$ cat src/hdl/mitt_pkg.sv
// ----------------------------------------------------------------------------
// mitt_pkg
// Shared types, microcode store and lookup tables for the MIPS text unit.
// ----------------------------------------------------------------------------
package mitt_pkg;

	localparam int PC_W = 6;

	// micro-op codes
	localparam logic [2:0] OP_CHAR  = 3'd0;
	localparam logic [2:0] OP_REGA  = 3'd1;
	localparam logic [2:0] OP_REGB  = 3'd2;
	localparam logic [2:0] OP_WAIT  = 3'd3;
	localparam logic [2:0] OP_DIGIT = 3'd4;
	localparam logic [2:0] OP_UNK   = 3'd5;

	// register field select
	localparam logic [1:0] SEL_RS = 2'd0;
	localparam logic [1:0] SEL_RT = 2'd1;
	localparam logic [1:0] SEL_RD = 2'd2;

	// MIPS opcodes and function codes
	localparam logic [5:0] OPC_RTYPE = 6'd0;
	localparam logic [5:0] OPC_J     = 6'd2;
	localparam logic [5:0] OPC_BEQ   = 6'd4;
	localparam logic [5:0] OPC_LW    = 6'd35;
	localparam logic [5:0] OPC_SW    = 6'd43;
	localparam logic [5:0] FN_ADD    = 6'd32;
	localparam logic [5:0] FN_SUB    = 6'd34;
	localparam logic [5:0] FN_SLT    = 6'd42;

	// program entry points
	localparam logic [PC_W-1:0] PC_UNK = 6'd0;
	localparam logic [PC_W-1:0] PC_ADD = 6'd1;
	localparam logic [PC_W-1:0] PC_SUB = 6'd4;
	localparam logic [PC_W-1:0] PC_SLT = 6'd7;
	localparam logic [PC_W-1:0] PC_RT  = 6'd10;
	localparam logic [PC_W-1:0] PC_LW  = 6'd22;
	localparam logic [PC_W-1:0] PC_SW  = 6'd24;
	localparam logic [PC_W-1:0] PC_LS  = 6'd26;
	localparam logic [PC_W-1:0] PC_BEQ = 6'd38;
	localparam logic [PC_W-1:0] PC_J   = 6'd52;

	// converter: two binary bits per cycle
	localparam int BCD_DIGITS = 8;
	localparam int BIN_W      = 26;
	localparam int IMM_W      = 16;
	localparam logic [3:0] CNT_IMM = 4'd8;
	localparam logic [3:0] CNT_TGT = 4'd13;

	typedef struct packed {
		logic [2:0]      op;
		logic [6:0]      chr;
		logic [1:0]      rsel;
		logic            last;
		logic            jmp;
		logic [PC_W-1:0] tgt;
	} ucode_t;

	function automatic logic [6:0] asc(input logic [7:0] c);
		return c[6:0];
	endfunction

	function automatic ucode_t uc_c(input logic [7:0] c, input logic last);
		ucode_t w;
		w = '0;
		w.op = OP_CHAR;
		w.chr = c[6:0];
		w.last = last;
		return w;
	endfunction

	function automatic ucode_t uc_cj(input logic [7:0] c, input logic [PC_W-1:0] tgt);
		ucode_t w;
		w = uc_c(c, 1'b0);
		w.jmp = 1'b1;
		w.tgt = tgt;
		return w;
	endfunction

	function automatic ucode_t uc_o(input logic [2:0] op, input logic [1:0] rsel,
			input logic last);
		ucode_t w;
		w = '0;
		w.op = op;
		w.rsel = rsel;
		w.last = last;
		return w;
	endfunction

	function automatic ucode_t ucode_rom(input logic [PC_W-1:0] pc);
		ucode_t w;
		case (pc)
			6'd0:  w = uc_o(OP_UNK, SEL_RS, 1'b1);
			// add / sub / slt mnemonics
			6'd1:  w = uc_c("a", 1'b0);
			6'd2:  w = uc_c("d", 1'b0);
			6'd3:  w = uc_cj("d", PC_RT);
			6'd4:  w = uc_c("s", 1'b0);
			6'd5:  w = uc_c("u", 1'b0);
			6'd6:  w = uc_cj("b", PC_RT);
			6'd7:  w = uc_c("s", 1'b0);
			6'd8:  w = uc_c("l", 1'b0);
			6'd9:  w = uc_c("t", 1'b0);
			// " rd,rs,rt"
			6'd10: w = uc_c(" ", 1'b0);
			6'd11: w = uc_c("$", 1'b0);
			6'd12: w = uc_o(OP_REGA, SEL_RD, 1'b0);
			6'd13: w = uc_o(OP_REGB, SEL_RD, 1'b0);
			6'd14: w = uc_c(",", 1'b0);
			6'd15: w = uc_c("$", 1'b0);
			6'd16: w = uc_o(OP_REGA, SEL_RS, 1'b0);
			6'd17: w = uc_o(OP_REGB, SEL_RS, 1'b0);
			6'd18: w = uc_c(",", 1'b0);
			6'd19: w = uc_c("$", 1'b0);
			6'd20: w = uc_o(OP_REGA, SEL_RT, 1'b1);
			6'd21: w = uc_o(OP_REGB, SEL_RT, 1'b1);
			// lw / sw
			6'd22: w = uc_c("l", 1'b0);
			6'd23: w = uc_cj("w", PC_LS);
			6'd24: w = uc_c("s", 1'b0);
			6'd25: w = uc_c("w", 1'b0);
			6'd26: w = uc_c(" ", 1'b0);
			6'd27: w = uc_c("$", 1'b0);
			6'd28: w = uc_o(OP_REGA, SEL_RT, 1'b0);
			6'd29: w = uc_o(OP_REGB, SEL_RT, 1'b0);
			6'd30: w = uc_c(",", 1'b0);
			6'd31: w = uc_o(OP_WAIT, SEL_RS, 1'b0);
			6'd32: w = uc_o(OP_DIGIT, SEL_RS, 1'b0);
			6'd33: w = uc_c("(", 1'b0);
			6'd34: w = uc_c("$", 1'b0);
			6'd35: w = uc_o(OP_REGA, SEL_RS, 1'b0);
			6'd36: w = uc_o(OP_REGB, SEL_RS, 1'b0);
			6'd37: w = uc_c(")", 1'b1);
			// beq
			6'd38: w = uc_c("b", 1'b0);
			6'd39: w = uc_c("e", 1'b0);
			6'd40: w = uc_c("q", 1'b0);
			6'd41: w = uc_c(" ", 1'b0);
			6'd42: w = uc_c("$", 1'b0);
			6'd43: w = uc_o(OP_REGA, SEL_RS, 1'b0);
			6'd44: w = uc_o(OP_REGB, SEL_RS, 1'b0);
			6'd45: w = uc_c(",", 1'b0);
			6'd46: w = uc_c("$", 1'b0);
			6'd47: w = uc_o(OP_REGA, SEL_RT, 1'b0);
			6'd48: w = uc_o(OP_REGB, SEL_RT, 1'b0);
			6'd49: w = uc_c(",", 1'b0);
			6'd50: w = uc_o(OP_WAIT, SEL_RS, 1'b0);
			6'd51: w = uc_o(OP_DIGIT, SEL_RS, 1'b1);
			// j
			6'd52: w = uc_c("j", 1'b0);
			6'd53: w = uc_c(" ", 1'b0);
			6'd54: w = uc_o(OP_WAIT, SEL_RS, 1'b0);
			6'd55: w = uc_o(OP_DIGIT, SEL_RS, 1'b1);
			default: w = uc_o(OP_UNK, SEL_RS, 1'b1);
		endcase
		return w;
	endfunction

	// second character of a register name
	function automatic logic [6:0] reg_char1(input logic [4:0] r);
		logic [6:0] c;
		case (r) inside
			5'd0:           c = asc("0");
			5'd1:           c = asc("a");
			5'd2, 5'd3:     c = asc("v");
			[5'd4:5'd7]:    c = asc("a");
			[5'd8:5'd15]:   c = asc("t");
			[5'd16:5'd23]:  c = asc("s");
			5'd24, 5'd25:   c = asc("t");
			5'd26, 5'd27:   c = asc("k");
			5'd28:          c = asc("g");
			5'd29:          c = asc("s");
			5'd30:          c = asc("f");
			default:        c = asc("r");
		endcase
		return c;
	endfunction

	// third character of a register name
	function automatic logic [6:0] reg_char2(input logic [4:0] r);
		logic [6:0] c;
		case (r) inside
			5'd0:                  c = asc(" ");
			5'd1:                  c = asc("t");
			5'd2, 5'd4, 5'd26:     c = asc("0");
			5'd3, 5'd5, 5'd27:     c = asc("1");
			5'd6:                  c = asc("2");
			5'd7:                  c = asc("3");
			[5'd8:5'd15]:          c = asc("0") + {4'd0, r[2:0]};
			[5'd16:5'd23]:         c = asc("0") + {4'd0, r[2:0]};
			5'd24:                 c = asc("8");
			5'd25:                 c = asc("9");
			[5'd28:5'd30]:         c = asc("p");
			default:               c = asc("a");
		endcase
		return c;
	endfunction

	// one double-dabble step: adjust digits, shift in one bit
	function automatic logic [4*BCD_DIGITS-1:0] dabble(input logic [4*BCD_DIGITS-1:0] b,
			input logic bit_in);
		logic [4*BCD_DIGITS-1:0] a;
		a = b;
		for (int i = 0; i < BCD_DIGITS; i++) begin
			if (a[4*i +: 4] >= 4'd5)
				a[4*i +: 4] = a[4*i +: 4] + 4'd3;
		end
		return {a[4*BCD_DIGITS-2:0], bit_in};
	endfunction

endpackage

$ cat src/hdl/mips_instruction_to_text_unit.sv
// ----------------------------------------------------------------------------
// mips_instruction_to_text_unit
// Renders a MIPS instruction word as ASCII assembly text, one character
// per output transaction, using a microcoded sequencer.
// ----------------------------------------------------------------------------
//  channel | ports                                        | dir
//  --------+----------------------------------------------+-----
//  instr   | instr_valid, instr_ready, instr_word         | in
//  text    | text_valid, text_ready, text_char,           | out
//          | last_char, unknown_op                        |
//
//  One microcode step per cycle unless the text channel stalls or the
//  wait step holds: a step per character, a converter wait step, and an
//  empty step for each "$0" that is not last. The converter starts at
//  accept and runs on its own; the wait step holds until it is done.
//  Reset clears the sequencer and output valid. A stalled text channel holds
//  the sequencer; a new word is taken once the last character is registered.
// ----------------------------------------------------------------------------
module mips_instruction_to_text_unit (
	input  logic        clk,
	input  logic        arst_n,
	input  logic        instr_valid,
	output logic        instr_ready,
	input  logic [31:0] instr_word,
	output logic        text_valid,
	input  logic        text_ready,
	output logic [6:0]  text_char,
	output logic        last_char,
	output logic        unknown_op
);
	import mitt_pkg::*;

	logic                    busy_q;
	logic [PC_W-1:0]         pc_q;
	logic [4:0]              rs_q, rt_q, rd_q;
	logic [4*BCD_DIGITS-1:0] bcd_q;
	logic [BIN_W-1:0]        bin_q;
	logic [3:0]              cnt_q;
	logic [2:0]              dig_q;
	logic                    text_valid_q;
	logic [6:0]              text_char_q;
	logic                    last_char_q;
	logic                    unknown_op_q;

	ucode_t          cw;
	logic [4:0]      r;
	logic            emits, e_last, e_unk, step_done, go, emit_ok;
	logic [6:0]      e_char;
	logic [3:0]      digit;
	logic [2:0]      msd;
	logic [PC_W-1:0] start_pc;
	logic [5:0]      opc, fn;
	logic            accept;
	logic [4*BCD_DIGITS-1:0] bcd_mid;

	assign accept      = instr_valid && instr_ready;
	assign instr_ready = !busy_q;
	assign emit_ok     = !text_valid_q || text_ready;

	assign opc = instr_word[31:26];
	assign fn  = instr_word[5:0];

	always_comb begin
		start_pc = PC_UNK;
		unique case (opc)
			OPC_RTYPE: begin
				if (fn == FN_ADD)
					start_pc = PC_ADD;
				else if (fn == FN_SUB)
					start_pc = PC_SUB;
				else if (fn == FN_SLT)
					start_pc = PC_SLT;
			end
			OPC_LW:  start_pc = PC_LW;
			OPC_SW:  start_pc = PC_SW;
			OPC_BEQ: start_pc = PC_BEQ;
			OPC_J:   start_pc = PC_J;
			default: start_pc = PC_UNK;
		endcase
	end

	// most significant nonzero digit
	always_comb begin
		msd = '0;
		for (int i = 0; i < BCD_DIGITS; i++) begin
			if (bcd_q[4*i +: 4] != 4'd0)
				msd = 3'(i);
		end
	end

	assign digit = bcd_q[4*dig_q +: 4];
	assign cw    = ucode_rom(pc_q);

	always_comb begin
		case (cw.rsel)
			SEL_RT:  r = rt_q;
			SEL_RD:  r = rd_q;
			default: r = rs_q;
		endcase
	end

	always_comb begin
		emits     = 1'b1;
		e_char    = cw.chr;
		e_last    = cw.last;
		e_unk     = 1'b0;
		step_done = 1'b1;
		unique case (cw.op)
			OP_CHAR: ;
			OP_REGA: begin
				e_char = reg_char1(r);
				e_last = cw.last && (r == 5'd0);
			end
			OP_REGB: begin
				emits  = (r != 5'd0);
				e_char = reg_char2(r);
			end
			OP_WAIT: begin
				emits     = 1'b0;
				step_done = (cnt_q == 4'd0);
			end
			OP_DIGIT: begin
				e_char    = asc("0") + {3'd0, digit};
				e_last    = cw.last && (dig_q == 3'd0);
				step_done = (dig_q == 3'd0);
			end
			default: begin
				e_char = 7'd0;
				e_last = 1'b1;
				e_unk  = 1'b1;
			end
		endcase
		go = busy_q && (!emits || emit_ok);
	end

	assign bcd_mid = dabble(bcd_q, bin_q[BIN_W-1]);

	always_ff @(posedge clk or negedge arst_n) begin
		if (!arst_n) begin
			busy_q <= 1'b0;
			cnt_q  <= '0;
		end else begin
			if (accept) begin
				busy_q <= 1'b1;
				cnt_q  <= (opc == OPC_J) ? CNT_TGT : CNT_IMM;
			end else begin
				if (cnt_q != 4'd0)
					cnt_q <= cnt_q - 4'd1;
				if (go && emits && e_last)
					busy_q <= 1'b0;
			end
		end
	end

	always_ff @(posedge clk) begin
		if (accept) begin
			pc_q  <= start_pc;
			rs_q  <= instr_word[25:21];
			rt_q  <= instr_word[20:16];
			rd_q  <= instr_word[15:11];
			bcd_q <= '0;
			if (opc == OPC_J)
				bin_q <= instr_word[BIN_W-1:0];
			else
				bin_q <= {instr_word[IMM_W-1:0], (BIN_W-IMM_W)'(0)};
		end else begin
			if (cnt_q != 4'd0) begin
				bcd_q <= dabble(bcd_mid, bin_q[BIN_W-2]);
				bin_q <= {bin_q[BIN_W-3:0], 2'b00};
			end
			if (go) begin
				if (cw.op == OP_WAIT && step_done)
					dig_q <= msd;
				if (cw.op == OP_DIGIT && !step_done)
					dig_q <= dig_q - 3'd1;
				if (step_done)
					pc_q <= cw.jmp ? cw.tgt : pc_q + 6'd1;
			end
		end
	end

	// output register
	always_ff @(posedge clk or negedge arst_n) begin
		if (!arst_n) begin
			text_valid_q <= 1'b0;
		end else if (go && emits) begin
			text_valid_q <= 1'b1;
		end else if (text_ready) begin
			text_valid_q <= 1'b0;
		end
	end

	always_ff @(posedge clk) begin
		if (go && emits) begin
			text_char_q  <= e_char;
			last_char_q  <= e_last;
			unknown_op_q <= e_unk;
		end
	end

	assign text_valid = text_valid_q;
	assign text_char  = text_char_q;
	assign last_char  = last_char_q;
	assign unknown_op = unknown_op_q;

endmodule

$ cat config.mk
export PLATFORM = sky130hd
export DESIGN_NAME = mips_instruction_to_text_unit
export DESIGN_NICKNAME = d
export VERILOG_FILES = /design/src/hdl/mitt_pkg.sv /design/src/hdl/mips_instruction_to_text_unit.sv
export SDC_FILE = /design/constraint.sdc
export NUM_CORES = 1
export LEC_CHECK = 0
export ABC_AREA = 1
export BUFFER_PORTS_ARGS = -buffer_cell sky130_fd_sc_hd__buf_2
export CORE_ASPECT_RATIO = 0.6
export CORE_MARGIN = 10
export CORE_UTILIZATION = 39
export DETAILED_ROUTE_END_ITERATION = 8
export GPL_TIMING_DRIVEN = 0
export SETUP_SLACK_MARGIN = 0.2
export SLEW_MARGIN = 40
export SYNTH_ARGS = -nofsm -noshare
export SYNTH_HDL_FRONTEND = slang
export SYNTH_SLANG_ARGS = --single-unit
$ cat constraint.sdc
create_clock -name clk -period 9.25 [get_ports clk]
set_clock_uncertainty 0.15 [all_clocks]
set_input_delay 0.925 -clock clk [delete_from_list [all_inputs] [get_ports clk]]
set_output_delay 0.925 -clock clk [all_outputs]
set_load 0.02 [all_outputs]
==> metrics.md <==
| Metric | Value |
|---|---|
| Outcome | `finished, final reports clean` |
| # hold bufs at CTS | `0` |
| Slew margin rel. | `0.466` |
| Largest stage delay on the critical path | `0.33 ns` |
| DRT Wirelength | `21.5 mm` |
| Drt pass-1 iters | `5` |
| Synthesized Nets | `1,073` |
| Number of synthesized flops with an enable pin | `59` |
| Yosys cell types | `46` |
| Reg clk slew, reported paths | `0.08 ns` |
| Adder-Cell Fraction of Synth Area | `0.0769` |
| WP data arrival | `4.24 ns` |
| Die X | `199 um` |
| Top FF cell, synth | `edfxtp_1` |
| Largest net degree at the start of global routing | `36` |
| Vias | `6,898` |
| Core area | `18,900 um^2` |
| #FFs+latches synth | `112` |
| Final setup TNS | `0 ns` |
| Clock Latency Late Sink | `0.36 ns` |
| IO Port Bufs | `46` |
| Clk buf depth | `2` |
| Layout cell share with drive strength beyond 1 | `0.109` |
| Via-per-instance ratio | `5.31` |
| First-pass GRT wire length | `33.6 mm` |
| Initial antenna violation count | `0` |
| Seq/Total Area, Yosys | `0.383` |
| Critical Path RT | `9.32 ns` |
| DP Wirelength | `16.9 mm` |
| H-Tree Depth | `3` |
| Hold Path Class | `in2async` |
| Rows | `39` |
| Crit path cell chain | `clkbuf_1 > clkinv_1 > clkbuf_1 > ha_1 > nand2_1 > nor2_2 > a21oi_1 > o21ai_1 > nand3_4 > nand2_4 > buf_8 > nand2_1 > nand2_1 > ha_1 > inv_1 > nand3_1 > nand2_1 > nand3_1 > nand3_1 > nand3_1` |
| Yosys warns | `0` |
| CP Class | `reg2reg` |
| Main combinational cell family by area after synthesis | `simple AND/OR/NAND/NOR gates` |
| Min cycle time layout | `4.17 ns` |
| Synthesized area per cell | `7.55 um^2` |
| Mapped cell area | `7480 um^2` |
| GRT Total Usage | `0.167` |
| Final worst slack | `5.08 ns` |
| Critical Path End Type | `register` |
| First DRT Iteration DRCs | `729` |
| Post-CTS Setup Inserts | `0` |
| Final Cycle Share | `0.451` |
| Post-CTS sizing | `0` |
| Post-Syn Instances | `991` |
| CTS root buf | `clkbuf_16` |
| Clk sink count | `112` |
| Starting Density | `0.395` |
| CP Max Fanout | `15` |
| Most frequent cells in the layout | `197 x nand2_1, 154 x inv_1, 109 x o21ai_0` |
| Crit start category | `register` |
| FMAX | `240 MHz` |
| Slowest cell on crit path | `clkbuf_1` |
| CTS tree | `yes` |
| Die Height | `127 um` |
| Synth Area in Compound Gates | `0.189` |
| RSZ-0062 raised after global routing | `no` |
| DRC Markers | `0` |
| Placement Setup Slack | `5.22 ns` |
| Total grt overflow | `0` |
| Endpoints failing hold | `0` |
| TritonCTS Buffers | `9` |
| Die area | `25,300 um^2` |
| Least-Margin Pin Slew | `0.801 ns` |
| Post-Synth XOR/XNOR Area | `0.0152` |
| Fin area | `8320 um^2` |
| Post-synth ARST share | `0.0536` |
| Pins over their slew limit | `0` |
| Area grow syn2layout | `11.3%` |
| Count of final setup violators | `0` |
| Final ANT Viol Nets | `0` |
| Ports | `47` |
| Number of diodes | `0` |
| Placed Area | `8040 um^2` |
| Vias in the first global route | `6,150` |
| Routed len/inst | `16.6 um` |
| Synth Area in Simple Gates | `0.239` |
| Mux contribution to synthesized area | `0.00134` |
| Max-cap violations | `0` |
| Fin nets | `1,131` |
| RePlAce Congestion | `0.985` |
| Commonest non-fill, non-tap cell in the layout | `nand2_1` |
-- flip-flops by register name, indices dropped and copies added (netlist names), 4 cells and up --
signal and count:
bcd_q 32, bin_q 26, cw 15, text_char 7, pc_q 6, rd_q 5
rs_q 5, rt_q 5, cnt_q 4
-- cells in the mapped netlist (16+ instances only) --
library cell,number,area [um^2]
a211oi_1,22,165
a21oi_1,62,310
dfxtp_1,47,941
edfxtp_1,59,1770
ha_1,46,576
inv_1,154,578
nand2_1,197,739
nand3_1,59,295
nor2_1,60,225
o21ai_0,109,546
o221ai_1,16,140
-- layout make-up --
cell class	instances	area, um^2
fill	1960	10600
multi-input combinational	694	3900
sequential	112	2860
inverter	165	619
tap	246	308
timing repair buffer	47	250
clock buffer	10	229
buffer	20	100
clock inverter	6	52.6
-- path summary, 6_finish.rpt --
check | start | endpoint | slack, ns | cells past startpoint
worst min-delay path | arst_n | busy_q | 0.28 | 1
min in group clk | bin_q[24] | bcd_q[0] | 0.33 | 2
worst min register to register | bin_q[24] | bcd_q[0] | 0.33 | 2
worst max-delay path | dig_q[0] | cw[15] | 5.08 | 20
max in group asynchronous | arst_n | cnt_q[1] | 8.44 | 1
worst max register to register | dig_q[0] | cw[15] | 5.08 | 20
-- cell families after synthesis --
logic type,Yosys count
muxes,1
and+or+nand+nor,392
buffers and inverters,185
xor gates and xnor gates,13
adders and majority gates,46
DFF,112
AOI/OAI and AO/OA,242
-- routing by layer --
| layer | GRT usage | wire [um] | vias to the layer above |
|---|---|---|---|
| met5 | 0 | 0 | - |
| met2 | 0.208 | 7810 | 312 |
| met4 | 0.0308 | 197 | 0 |
| met3 | 0.0367 | 1960 | 15 |
| li1 | - | - | 3481 |
| met1 | 0.275 | 11600 | 3090 |
-- worst max-delay path, delay by kind of cell, from the launching register on --
kind,cells,cell delay [ns]
AOI/OAI and AO/OA,2,0.32
adders and majority gates,2,0.56
buffers and inverters,5,1.24
and+or+nand+nor,11,1.41
DFF,1,0.32
-- stage by stage --
| step | hold WS, ns | util | std cells |
|---|---|---|---|
| 2_1_floorplan | 0.272 | - | 991 |
| 3_3_place_gp | 0.295 | 0.423 | 1283 |
| 3_5_place_dp | 0.301 | 0.425 | 1284 |
| 4_1_cts | 0.275 | 0.440 | 1300 |
| 5_1_grt | 0.273 | 0.440 | 1300 |
| 6_report | 0.279 | 0.440 | 1300 |
Power is not shown: default switching activity piles up to over one toggle a cycle in this logic, so the estimate is an artifact.
